**src/rtl/core/rpf_pkg.sv**
```systemverilog
// Package for the resistor presence and filter unit.
// Shared constants, presence and status codes, configuration and divider control record types.
// No dependencies.
`timescale 1ns / 1ps
package rpf_pkg;
  localparam int unsigned MedianTapsDef   = 5;
  localparam int unsigned AdcFullScaleDef = 4095;
  localparam int unsigned ResW   = 30;
  localparam int unsigned CodeW  = 12;
  localparam int unsigned TimeW  = 32;
  localparam int unsigned CfgIdxW = 3;
  localparam int unsigned CfgW   = 20;
  localparam logic [ResW-1:0] ResMax = '1;
  localparam logic [ResW-1:0] OneOhm = 30'd256;

  localparam logic [1:0] StMeasuring = 2'd0;
  localparam logic [1:0] StReady     = 2'd1;
  localparam logic [1:0] StNoComp    = 2'd2;

  localparam logic [1:0] PrUnknown = 2'd0;
  localparam logic [1:0] PrPresent = 2'd1;
  localparam logic [1:0] PrAbsent  = 2'd2;

  localparam logic [CfgIdxW-1:0] CfgOpenThr    = 3'd0;
  localparam logic [CfgIdxW-1:0] CfgPresThr    = 3'd1;
  localparam logic [CfgIdxW-1:0] CfgOpenCnt    = 3'd2;
  localparam logic [CfgIdxW-1:0] CfgPresCnt    = 3'd3;
  localparam logic [CfgIdxW-1:0] CfgPresMs     = 3'd4;
  localparam logic [CfgIdxW-1:0] CfgOutMs      = 3'd5;
  localparam logic [CfgIdxW-1:0] CfgRefOhms    = 3'd6;
  localparam logic [CfgIdxW-1:0] CfgRailMargin = 3'd7;

  typedef struct packed {
    logic [11:0] open_thr;
    logic [11:0] pres_thr;
    logic [3:0]  open_cnt;
    logic [7:0]  pres_cnt;
    logic [15:0] pres_ms;
    logic [15:0] out_ms;
    logic [19:0] ref_ohms;
    logic [7:0]  rail;
  } cfg_t;

  // divider request/response
  typedef struct packed {
    logic start;
    logic busy;
    logic done;
  } div_ctl_t;
endpackage

```
**src/rtl/core/rpf_divider.sv**
```systemverilog
// Restoring radix-2 divider, one quotient bit per cycle.
// Depends on rpf_pkg.
`timescale 1ns / 1ps
module rpf_divider #(
  parameter int unsigned NumW = 48,
  parameter int unsigned DenW = 17
) (
  input  logic            clk_i,
  input  logic            rst_ni,
  input  logic            start_i,
  input  logic [NumW-1:0] num_i,
  input  logic [DenW-1:0] den_i,
  output logic            busy_o,
  output logic            done_o,
  output logic [NumW-1:0] quo_o
);
  import rpf_pkg::*;
  localparam int unsigned CntW = $clog2(NumW + 1);
  logic [NumW-1:0] quo_q, quo_d;
  logic [DenW:0]   rem_q, rem_d;
  logic [DenW-1:0] den_q;
  logic [CntW-1:0] cnt_q, cnt_d;
  logic            busy_q, busy_d, done_q, done_d;
  logic [DenW:0]   trial;

  always_comb begin
    quo_d = quo_q; rem_d = rem_q; cnt_d = cnt_q;
    busy_d = busy_q; done_d = 1'b0;
    trial = {rem_q[DenW-1:0], quo_q[NumW-1]};
    if (start_i) begin
      quo_d = num_i; rem_d = '0; cnt_d = CntW'(NumW); busy_d = 1'b1;
    end else if (busy_q) begin
      if (trial >= {1'b0, den_q}) begin
        rem_d = trial - {1'b0, den_q};
        quo_d = {quo_q[NumW-2:0], 1'b1};
      end else begin
        rem_d = trial;
        quo_d = {quo_q[NumW-2:0], 1'b0};
      end
      cnt_d = cnt_q - 1'b1;
      if (cnt_q == CntW'(1)) begin
        busy_d = 1'b0; done_d = 1'b1;
      end
    end
  end

  always_ff @(posedge clk_i or negedge rst_ni) begin
    if (!rst_ni) begin
      busy_q <= 1'b0; done_q <= 1'b0; cnt_q <= '0;
    end else begin
      busy_q <= busy_d; done_q <= done_d; cnt_q <= cnt_d;
    end
  end

  always_ff @(posedge clk_i) begin
    quo_q <= quo_d; rem_q <= rem_d;
    if (start_i) den_q <= den_i;
  end

  assign busy_o = busy_q;
  assign done_o = done_q;
  assign quo_o  = quo_q;
endmodule

```
**src/rtl/core/resistor_presence_and_filter_unit.sv**
```systemverilog
// Top level of the resistor presence and filter unit: presence machine,
// median window, serial divider and filter sequencer. Uses rpf_pkg, rpf_divider.
//
// channel  dir  fields (low bit up)
// s_axis   in   tdata: adc_sample[11:0], now_ms[43:12]
// m_axis   out  tdata: status[1:0], resistance_q8[31:2]
// cfg      in   wr_en_i, wr_idx_i, wr_data_i
//
// A measured request runs presence step, window load, median sort (one compare-swap
// per cycle), rail check, serial divider if in range, averaging and debounce; a new
// request is accepted only once the last result is loaded. Presence-only requests
// skip to the output. Reset asynchronously clears control and filter state and loads
// the default configuration; divider data is not reset. The result sits in an output
// register; a stalled output holds the next result in the last stage.
`timescale 1ns / 1ps
module resistor_presence_and_filter_unit #(
  parameter int unsigned MedianTaps   = rpf_pkg::MedianTapsDef,
  parameter int unsigned AdcFullScale = rpf_pkg::AdcFullScaleDef
) (
  input  logic        clk_i,
  input  logic        rst_ni,
  input  logic        s_axis_tvalid,
  output logic        s_axis_tready,
  input  logic [47:0] s_axis_tdata,   // adc_sample[11:0], now_ms[43:12]
  output logic        m_axis_tvalid,
  input  logic        m_axis_tready,
  output logic [31:0] m_axis_tdata,   // status[1:0], resistance_q8[31:2]
  input  logic                         wr_en_i,
  input  logic [rpf_pkg::CfgIdxW-1:0]  wr_idx_i,
  input  logic [rpf_pkg::CfgW-1:0]     wr_data_i
);
  import rpf_pkg::*;
  localparam int unsigned FsW  = $clog2(AdcFullScale + 1);
  localparam int unsigned MedW = (FsW > CodeW) ? FsW : CodeW;
  localparam int unsigned IdxW = $clog2(MedianTaps);
  localparam int unsigned FilW = $clog2(MedianTaps + 1);
  localparam int unsigned NumW = 20 + FsW + 8;
  localparam logic [FsW-1:0] FullScale = FsW'(AdcFullScale);

  typedef enum logic [3:0] {
    S_IDLE, S_PRES, S_LOAD, S_SORT, S_RAIL, S_DIV, S_WAITDIV, S_AVG1, S_AVG2,
    S_AVG3, S_DB, S_OUT
  } state_e;

  state_e state_q;
  cfg_t cfg_q;
  logic [1:0] presence_q;
  logic [3:0] open_count_q;
  logic [7:0] present_count_q;
  logic [TimeW-1:0] present_since_q, change_since_q, now_q;
  logic [CodeW-1:0] code_q;
  logic [CodeW-1:0] win_q [MedianTaps];
  logic [CodeW-1:0] tmp_q [MedianTaps];
  logic [IdxW-1:0] widx_q, sidx_q;
  logic [FilW-1:0] fill_q;
  logic [FilW-1:0] pass_q;
  logic [ResW-1:0] avg_q, stable_q, raw_q, res_q;
  logic avg_v_q, stable_v_q, pend_q, up_q;
  logic [1:0] status_q;
  logic out_v_q;
  logic [31:0] m_data_q;
  logic out_load;
  logic [CodeW-1:0] med_q;
  logic [FsW-1:0] room_q;
  logic [ResW+3:0] d_q;
  logic div_start, div_busy, div_done;
  logic [NumW-1:0] quo;

  logic [CodeW-1:0] adc_in;
  logic [TimeW-1:0] now_in;
  assign adc_in = s_axis_tdata[11:0];
  assign now_in = s_axis_tdata[43:12];

  always_ff @(posedge clk_i or negedge rst_ni) begin
    if (!rst_ni) begin
      cfg_q <= '{open_thr: 12'd4075, pres_thr: 12'd4060, open_cnt: 4'd3,
                 pres_cnt: 8'd5, pres_ms: 16'd200, out_ms: 16'd300,
                 ref_ohms: 20'd10000, rail: 8'd12};
    end else if (wr_en_i) begin
      unique case (wr_idx_i)
        CfgOpenThr:    cfg_q.open_thr <= wr_data_i[11:0];
        CfgPresThr:    cfg_q.pres_thr <= wr_data_i[11:0];
        CfgOpenCnt:    cfg_q.open_cnt <= wr_data_i[3:0];
        CfgPresCnt:    cfg_q.pres_cnt <= wr_data_i[7:0];
        CfgPresMs:     cfg_q.pres_ms  <= wr_data_i[15:0];
        CfgOutMs:      cfg_q.out_ms   <= wr_data_i[15:0];
        CfgRefOhms:    cfg_q.ref_ohms <= wr_data_i;
        CfgRailMargin: cfg_q.rail     <= wr_data_i[7:0];
        default: ;
      endcase
    end
  end

  assign div_start = (state_q == S_DIV);
  rpf_divider #(.NumW(NumW), .DenW(FsW)) u_div (
    .clk_i, .rst_ni, .start_i(div_start),
    .num_i({cfg_q.ref_ohms, 8'd0} * NumW'(med_q)),
    .den_i(room_q), .busy_o(div_busy), .done_o(div_done), .quo_o(quo)
  );

  logic [ResW+3:0] avg_denom;
  logic [TimeW-1:0] cdiff;
  assign avg_denom = (avg_q < OneOhm) ? (ResW+4)'(OneOhm) : (ResW+4)'(avg_q);
  assign cdiff = now_q - change_since_q;

  assign out_load = (state_q == S_OUT) && (!out_v_q || m_axis_tready);

  always_ff @(posedge clk_i or negedge rst_ni) begin
    if (!rst_ni) begin
      out_v_q <= 1'b0; m_data_q <= '0;
    end else if (out_load) begin
      out_v_q <= 1'b1; m_data_q <= {res_q, status_q};
    end else if (m_axis_tready) begin
      out_v_q <= 1'b0;
    end
  end

  always_ff @(posedge clk_i or negedge rst_ni) begin
    if (!rst_ni) begin
      state_q <= S_IDLE; presence_q <= PrUnknown; open_count_q <= '0;
      present_count_q <= '0; present_since_q <= '0; change_since_q <= '0;
      widx_q <= '0; fill_q <= '0; avg_q <= '0; stable_q <= '0;
      avg_v_q <= 1'b0; stable_v_q <= 1'b0; pend_q <= 1'b0; up_q <= 1'b0;
      status_q <= StMeasuring; res_q <= '0;
      sidx_q <= '0; pass_q <= '0;
      code_q <= '0; now_q <= '0; med_q <= '0; room_q <= '0; raw_q <= '0; d_q <= '0;
      for (int i = 0; i < MedianTaps; i++) win_q[i] <= '0;
      for (int i = 0; i < MedianTaps; i++) tmp_q[i] <= '0;
    end else begin
      unique case (state_q)
        S_IDLE: if (s_axis_tvalid) begin
          code_q <= adc_in; now_q <= now_in; state_q <= S_PRES;
        end
        S_PRES: begin
          state_q <= S_OUT;
          if (presence_q == PrUnknown) begin
            if (code_q >= cfg_q.open_thr) begin
              present_count_q <= '0; present_since_q <= '0;
              if ((open_count_q < cfg_q.open_cnt ? open_count_q + 4'd1 : open_count_q)
                  >= cfg_q.open_cnt) begin
                presence_q <= PrAbsent; res_q <= '0; status_q <= StNoComp;
                widx_q <= '0; fill_q <= '0; avg_v_q <= 1'b0; stable_v_q <= 1'b0;
                avg_q <= '0; stable_q <= '0;
                pend_q <= 1'b0; up_q <= 1'b0; change_since_q <= '0;
                for (int i = 0; i < MedianTaps; i++) win_q[i] <= '0;
              end else status_q <= StMeasuring;
              if (open_count_q < cfg_q.open_cnt) open_count_q <= open_count_q + 4'd1;
            end else if (code_q <= cfg_q.pres_thr) begin
              open_count_q <= '0;
              if (((present_count_q < {4'd0, cfg_q.open_cnt}) ?
                   present_count_q + 8'd1 : present_count_q) >= {4'd0, cfg_q.open_cnt}) begin
                presence_q <= PrPresent; present_count_q <= '0; state_q <= S_LOAD;
              end else begin
                status_q <= StMeasuring;
                if (present_count_q < {4'd0, cfg_q.open_cnt})
                  present_count_q <= present_count_q + 8'd1;
              end
            end else begin
              open_count_q <= '0; present_count_q <= '0; status_q <= StMeasuring;
            end
          end else if (presence_q == PrPresent) begin
            if (code_q >= cfg_q.open_thr) begin
              if (open_count_q < cfg_q.open_cnt) open_count_q <= open_count_q + 4'd1;
              if ((open_count_q < cfg_q.open_cnt ? open_count_q + 4'd1 : open_count_q)
                  >= cfg_q.open_cnt) begin
                presence_q <= PrAbsent; present_count_q <= '0; present_since_q <= '0;
                res_q <= '0; status_q <= StNoComp;
                widx_q <= '0; fill_q <= '0; avg_v_q <= 1'b0; stable_v_q <= 1'b0;
                avg_q <= '0; stable_q <= '0;
                pend_q <= 1'b0; up_q <= 1'b0; change_since_q <= '0;
                for (int i = 0; i < MedianTaps; i++) win_q[i] <= '0;
              end
            end else begin
              open_count_q <= '0; state_q <= S_LOAD;
            end
          end else begin
            status_q <= StNoComp; res_q <= '0;
            if (code_q <= cfg_q.pres_thr) begin
              logic [TimeW-1:0] since;
              logic [7:0] pc;
              since = (present_count_q == 8'd0) ? now_q : present_since_q;
              pc = (present_count_q != 8'hFF) ? present_count_q + 8'd1 : present_count_q;
              if (pc >= cfg_q.pres_cnt && (now_q - since) >= {16'd0, cfg_q.pres_ms}) begin
                presence_q <= PrPresent; present_count_q <= '0; open_count_q <= '0;
                present_since_q <= '0;
                fill_q <= '0; avg_v_q <= 1'b0; stable_v_q <= 1'b0;
                avg_q <= '0; stable_q <= '0;
                pend_q <= 1'b0; up_q <= 1'b0; change_since_q <= '0;
                for (int i = 0; i < MedianTaps; i++) win_q[i] <= '0;
                widx_q <= '0;
                state_q <= S_LOAD;
              end else begin
                present_since_q <= since; present_count_q <= pc;
              end
            end else begin
              present_count_q <= '0; present_since_q <= '0;
            end
          end
        end
        S_LOAD: begin
          win_q[widx_q] <= code_q;
          for (int i = 0; i < MedianTaps; i++)
            tmp_q[i] <= (IdxW'(i) == widx_q) ? code_q : win_q[i];
          widx_q <= (widx_q == IdxW'(MedianTaps - 1)) ? '0 : widx_q + 1'b1;
          if (fill_q < FilW'(MedianTaps)) fill_q <= fill_q + 1'b1;
          sidx_q <= '0; pass_q <= '0;
          state_q <= S_SORT;
        end
        S_SORT: begin
          // bubble passes over the filled entries, one pair per cycle
          if (FilW'(sidx_q) + FilW'(1) < fill_q) begin
            if (tmp_q[sidx_q] > tmp_q[sidx_q + 1'b1]) begin
              tmp_q[sidx_q] <= tmp_q[sidx_q + 1'b1];
              tmp_q[sidx_q + 1'b1] <= tmp_q[sidx_q];
            end
          end
          if (sidx_q == IdxW'(MedianTaps - 2)) begin
            sidx_q <= '0;
            pass_q <= pass_q + 1'b1;
            if (pass_q == FilW'(MedianTaps - 1)) state_q <= S_RAIL;
          end else sidx_q <= sidx_q + 1'b1;
        end
        S_RAIL: begin
          logic [CodeW-1:0] m;
          m = tmp_q[IdxW'(fill_q >> 1)];
          med_q <= m;
          room_q <= FullScale - FsW'(m);
          if (MedW'(m) < MedW'(cfg_q.rail)) begin
            raw_q <= '0; state_q <= S_AVG1;
          end else if (MedW'(m) >= MedW'(FullScale) ||
                       (MedW'(FullScale) - MedW'(m)) < MedW'(cfg_q.rail)) begin
            presence_q <= PrAbsent; present_count_q <= '0; present_since_q <= '0;
            res_q <= '0; status_q <= StNoComp;
            widx_q <= '0; fill_q <= '0; avg_v_q <= 1'b0; stable_v_q <= 1'b0;
            avg_q <= '0; stable_q <= '0;
            pend_q <= 1'b0; up_q <= 1'b0; change_since_q <= '0;
            for (int i = 0; i < MedianTaps; i++) win_q[i] <= '0;
            state_q <= S_OUT;
          end else state_q <= S_DIV;
        end
        S_DIV: state_q <= S_WAITDIV;
        S_WAITDIV: if (div_done) begin
          raw_q <= (quo > NumW'(ResMax)) ? ResMax : quo[ResW-1:0];
          state_q <= S_AVG1;
        end
        S_AVG1: begin
          if (!avg_v_q) begin
            avg_q <= raw_q; avg_v_q <= 1'b1; state_q <= S_DB;
          end else begin
            d_q <= (raw_q > avg_q) ? (ResW+4)'(raw_q - avg_q) : (ResW+4)'(avg_q - raw_q);
            state_q <= S_AVG2;
          end
        end
        S_AVG2: begin
          logic [ResW+5:0] d20;
          d20 = ({2'b00, d_q} << 4) + ({2'b00, d_q} << 2);
          if (d20 >= {2'b00, avg_denom}) d_q <= (d_q << 2) + (d_q << 1) + (ResW+4)'(10);
          else d_q <= d_q + (ResW+4)'(10);
          state_q <= S_AVG3;
        end
        S_AVG3: begin
          // divide by 20: drop two bits, then multiply by the reciprocal of five
          logic [63:0] prod;
          prod = d_q[ResW+3:2] * 32'hCCCC_CCCD;
          if (raw_q > avg_q) avg_q <= avg_q + prod[ResW+33:34];
          else avg_q <= avg_q - prod[ResW+33:34];
          state_q <= S_DB;
        end
        S_DB: begin
          logic [ResW-1:0] dd;
          logic upn;
          dd = (avg_q > stable_q) ? avg_q - stable_q : stable_q - avg_q;
          upn = avg_q > stable_q;
          status_q <= StReady;
          state_q <= S_OUT;
          if (!stable_v_q) begin
            stable_q <= avg_q; stable_v_q <= 1'b1; pend_q <= 1'b0; up_q <= 1'b0;
            res_q <= avg_q;
          end else if (dd <= OneOhm || ({8'd0, dd} * 38'd200) <= {8'd0, stable_q}) begin
            pend_q <= 1'b0; up_q <= 1'b0; change_since_q <= '0; res_q <= stable_q;
          end else if (!pend_q || upn != up_q) begin
            pend_q <= 1'b1; up_q <= upn; change_since_q <= now_q; res_q <= stable_q;
          end else if (cdiff < {16'd0, cfg_q.out_ms}) begin
            res_q <= stable_q;
          end else begin
            stable_q <= avg_q; pend_q <= 1'b0; up_q <= 1'b0; change_since_q <= '0;
            res_q <= avg_q;
          end
        end
        S_OUT: if (out_load) state_q <= S_IDLE;
        default: state_q <= S_IDLE;
      endcase
    end
  end

  assign s_axis_tready = (state_q == S_IDLE);
  assign m_axis_tvalid = out_v_q;
  assign m_axis_tdata  = m_data_q;

  logic unused_ok;
  assign unused_ok = div_busy;

  a_div_only_waiting: assert property (@(posedge clk_i) disable iff (!rst_ni)
    div_done |-> state_q == S_WAITDIV) else $error("divider result out of sequence");
  a_no_accept_busy: assert property (@(posedge clk_i) disable iff (!rst_ni)
    state_q != S_IDLE |-> !s_axis_tready) else $error("ready while busy");
  a_absent_zero: assert property (@(posedge clk_i) disable iff (!rst_ni)
    (m_axis_tvalid && m_data_q[1:0] == StNoComp) |-> m_data_q[31:2] == '0)
    else $error("resistance while absent");
  a_out_hold: assert property (@(posedge clk_i) disable iff (!rst_ni)
    (m_axis_tvalid && !m_axis_tready) |=> (m_axis_tvalid && $stable(m_axis_tdata)))
    else $error("result dropped while stalled");
endmodule
```
**config.mk**
```make
export PLATFORM = sky130hd
export DESIGN_NAME = resistor_presence_and_filter_unit
export DESIGN_NICKNAME = d
export VERILOG_FILES = /design/src/rtl/core/rpf_pkg.sv /design/src/rtl/core/rpf_divider.sv /design/src/rtl/core/resistor_presence_and_filter_unit.sv
export SDC_FILE = /design/constraint.sdc
export NUM_CORES = 2
export LEC_CHECK = 0
export ABC_AREA = 1
export BUFFER_PORTS_ARGS = -buffer_cell sky130_fd_sc_hd__clkbuf_2
export CORE_MARGIN = 1.5
export CORE_UTILIZATION = 50
export DETAILED_ROUTE_END_ITERATION = 12
export PLACE_DENSITY = 0.68
export SETUP_SLACK_MARGIN = 0.4
export SLEW_MARGIN = 20
export SYNTH_ARGS = -nofsm -noshare
export SYNTH_HDL_FRONTEND = slang
export SYNTH_SLANG_ARGS = --single-unit
```
**constraint.sdc**
```tcl
create_clock -name clk_i -period 12.51 [get_ports clk_i]
set_input_delay 1.251 -clock clk_i [delete_from_list [all_inputs] [get_ports clk_i]]
set_output_delay 1.251 -clock clk_i [all_outputs]
set_load 0.01 [all_outputs]
```
==> results.tsv <==
stage	metric	value	unit
die	count of standard-cell rows	149	
critical_path	critical path type	reg -> reg	
critical_path	endpoint class of the critical path	flip-flop	
die	I/O pin total	110	
clocking	number of buffers between clock root and the deepest sink	3	
synthesis	net count after synthesis	13039	
die	die outline width	411.1	µm
clocking	number of CTS-inserted buffers	80	
global_routing	combined global-route utilization of all metal layers	38.26	%
detailed_routing	drt pass-1 iters	7	
clocking	clock input transition at the sequential cells of the worst setup and hold paths	0.06	ns
critical_path	crit path max fanout	9	
synthesis	share of the synthesized area in the top cell type	16.29	%
synthesis	register area share after synthesis	19.52	%
final_layout	commonest cells after routing, fill and taps aside	sky130_fd_sc_hd__nand2_1, sky130_fd_sc_hd__inv_1, sky130_fd_sc_hd__ha_1	
timing	Setup WS post-layout	1.494	ns
timing	endpoints failing setup	0	
synthesis	synthesized area	83270	µm²
timing	final-report hold violation count	0	
detailed_routing	initial drt markers	8294	
placed_design	# placed instances	13437	
synthesis	Yosys reg bits	643	
timing	post-layout min period	11.02	ns
timing	worst slew slack as a fraction of its limit	23.50	%
placed_design	half-perimeter wire length after placement	265700	µm
final_layout	Net count, final	13013	
placed_design	count of port buffers added during placement	105	
run	max capacitance violation total	0	
hold_path	worst min path class	reg -> reg	
global_routing	wire length of the first global-routing pass	485300	µm
critical_path	type of origin of the critical path	flip-flop	
synthesis	proportion of synthesized flip-flops having asynchronous set or reset	90.05	%
final_layout	most common cell after layout, fill and taps aside	sky130_fd_sc_hd__nand2_1	
timing	count of final max-slew check failures	0	
clocking	TritonCTS clock tree	yes	
synthesis	cells taking the most area after synthesis	sky130_fd_sc_hd__dfrtp_1, sky130_fd_sc_hd__fa_1, sky130_fd_sc_hd__ha_1, sky130_fd_sc_hd__nand2_1, sky130_fd_sc_hd__inv_1	
die	starting density of the core	50.41	%
placed_design	worst slack, placed	1.713	ns
clocking	total of cells resized after clock tree synthesis	0	
timing	ratio of final minimum period to clock period	88.05	%
status	result of the run	finished, final reports clean	
timing	Clock Skews	0.04767	ns
die	overall die area	169000	µm²
timing	transition at the pin with the smallest max-transition slack	1.148	ns
synthesis	number of enable-type register cells in the synthesized netlist	44	
clocking	clock sink count	643	
timing	worst hold slack	0.4310	ns
final_layout	count of non-filler cells in the finished layout	13592	
synthesis	cell taking the most area after synthesis	sky130_fd_sc_hd__dfrtp_1	
synthesis	Post-Syn Area per Cell	7.333	µm²
critical_path	cell type of the slowest stage on the worst timing path	sky130_fd_sc_hd__dfrtp_1	
critical_path	WP data arrival	11.59	ns
detailed_routing	Avg Vias per Cell	5.827	
synthesis	Synth Instances	11356	
die	Floorplan Core Area	165200	µm²
synthesis	number of warnings printed during yosys synthesis	0	
critical_path	cell mode on critical path	sky130_fd_sc_hd__inv_1	
critical_path	maximum single-stage delay on the critical path	0.64	ns
critical_path	CP Data Required Time	13.08	ns
global_routing	leftover overflow at the end of global routing	0	
die	Die Y	411.1	µm
clocking	number of buffers inserted for hold repair after clock tree synthesis	0	
global_routing	vias in the first global route	76435	
detailed_routing	vias after detailed routing	79194	
detailed_routing	# DRC	0	
clocking	clock latency at the later pin of the worst-skew pair	0.73	ns
detailed_routing	WL final	326400	µm
synthesis	most used flip-flop cell after synthesis	sky130_fd_sc_hd__dfrtp_1	
final_layout	layout-stage area growth over the synthesis result	6.873	%
timing	setup repair after global routing missed its margin	false	
detailed_routing	detail-routed net length per standard cell	24.02	µm
global_routing	number of antenna violations at the first check in global routing	11	
timing	peak clock frequency supported by timing	0.09078	GHz
clocking	number of H-tree levels	3	
clocking	buffer count from post-CTS setup fixing	0	
detailed_routing	Antenna Violating Nets Remaining	0	
placed_design	GP Congestion	1.015	
final_layout	share of final-layout standard cells stronger than drive strength 1	4.800	%
clocking	root buffer cell	sky130_fd_sc_hd__clkbuf_16	
synthesis	number of distinct library cells after synthesis	73	
global_routing	pin count of the biggest net entering global routing	169	
timing	setup TNS	0	ns
## final timing paths
kind / slack (ns) / cells after the start / startpoint / end
min in group asynchronous: 0.58 / 1 / rst_ni / d_q[29]
worst max-delay path: 1.49 / 45 / d_q[10] / avg_q[24]
worst min-delay path: 0.43 / 0 / room_q[11] / u_div.den_q[11]
max in group asynchronous: 9.44 / 3 / rst_ni / tmp_q[49]
worst min register to register: 0.43 / 0 / room_q[11] / u_div.den_q[11]
worst max register to register: 1.49 / 45 / d_q[10] / avg_q[24]
## layout make-up
class	count	area (µm²)
fillers	16263	76180
multi-input cells	8209	57680
repair buffers	205	1311
clock inverters	36	494.2
well taps	2189	2739
diodes	7	17.52
flip-flops and latches	643	16260
clock buffers	112	2272
inverters	2191	8225
## per-stage QoR
step	util (%)	instance area, µm²
2_1_floorplan	-	83270
3_3_place_gp	52.18	86190
3_5_place_dp	52.19	86200
4_1_cts	53.86	88970
5_1_grt	53.87	88980
6_report	53.88	88990
## cells in the mapped netlist, drive strengths merged, types with 70 or more instances
cell,count
nor2,800
nand2,2421
dfrtp,542
nand3,451
clkbuf,264
ha,962
inv,2173
a31oi,75
xnor2,70
nand4,112
a21oi,790
fa,645
o21ai,836
xor2,214
o22ai,94
nor3,142
## critical path, delay by kind of cell (launching register included)
kind | cells | cell delay [ns]
xor gates and xnor gates | 2 | 0.71
buffers and inverters | 9 | 0.73
adders and majority gates | 10 | 5.26
AOI/OAI and AO/OA | 8 | 1.51
and+or+nand+nor | 16 | 2.01
DFF | 1 | 0.64
## kinds of logic after synthesis
group	count (synthesis)	share of synthesized area, %
fa+ha+maj	1607	29.96
flops	643	19.52
buf+inv	2504	11.37
simple gates	4016	19.75
xor+xnor	284	2.987
mux	98	1.276
compound gates	2204	15.14
## sequential cells by signal (all words and copies together) (netlist names), 32 cells and up, named ones only
signal,cells
change_since_q,32
d_q,34
win_q,60
u_div.quo_o,40
now_q,32
m_axis_tdata,32
cfg_q,96
present_since_q,32
tmp_q,60
## per-layer routing
metal	global-route usage (%)	routed length, µm	up-vias
met5	0	77	-
met4	18.72	18460	12
met3	7.497	29410	597
met2	58.23	142100	3578
met1	51.97	136400	38387
li1	-	-	36620
Power is left out: the tool's default activity adds up to more than one toggle a clock period on the data nets, which glitch-free logic cannot reach.
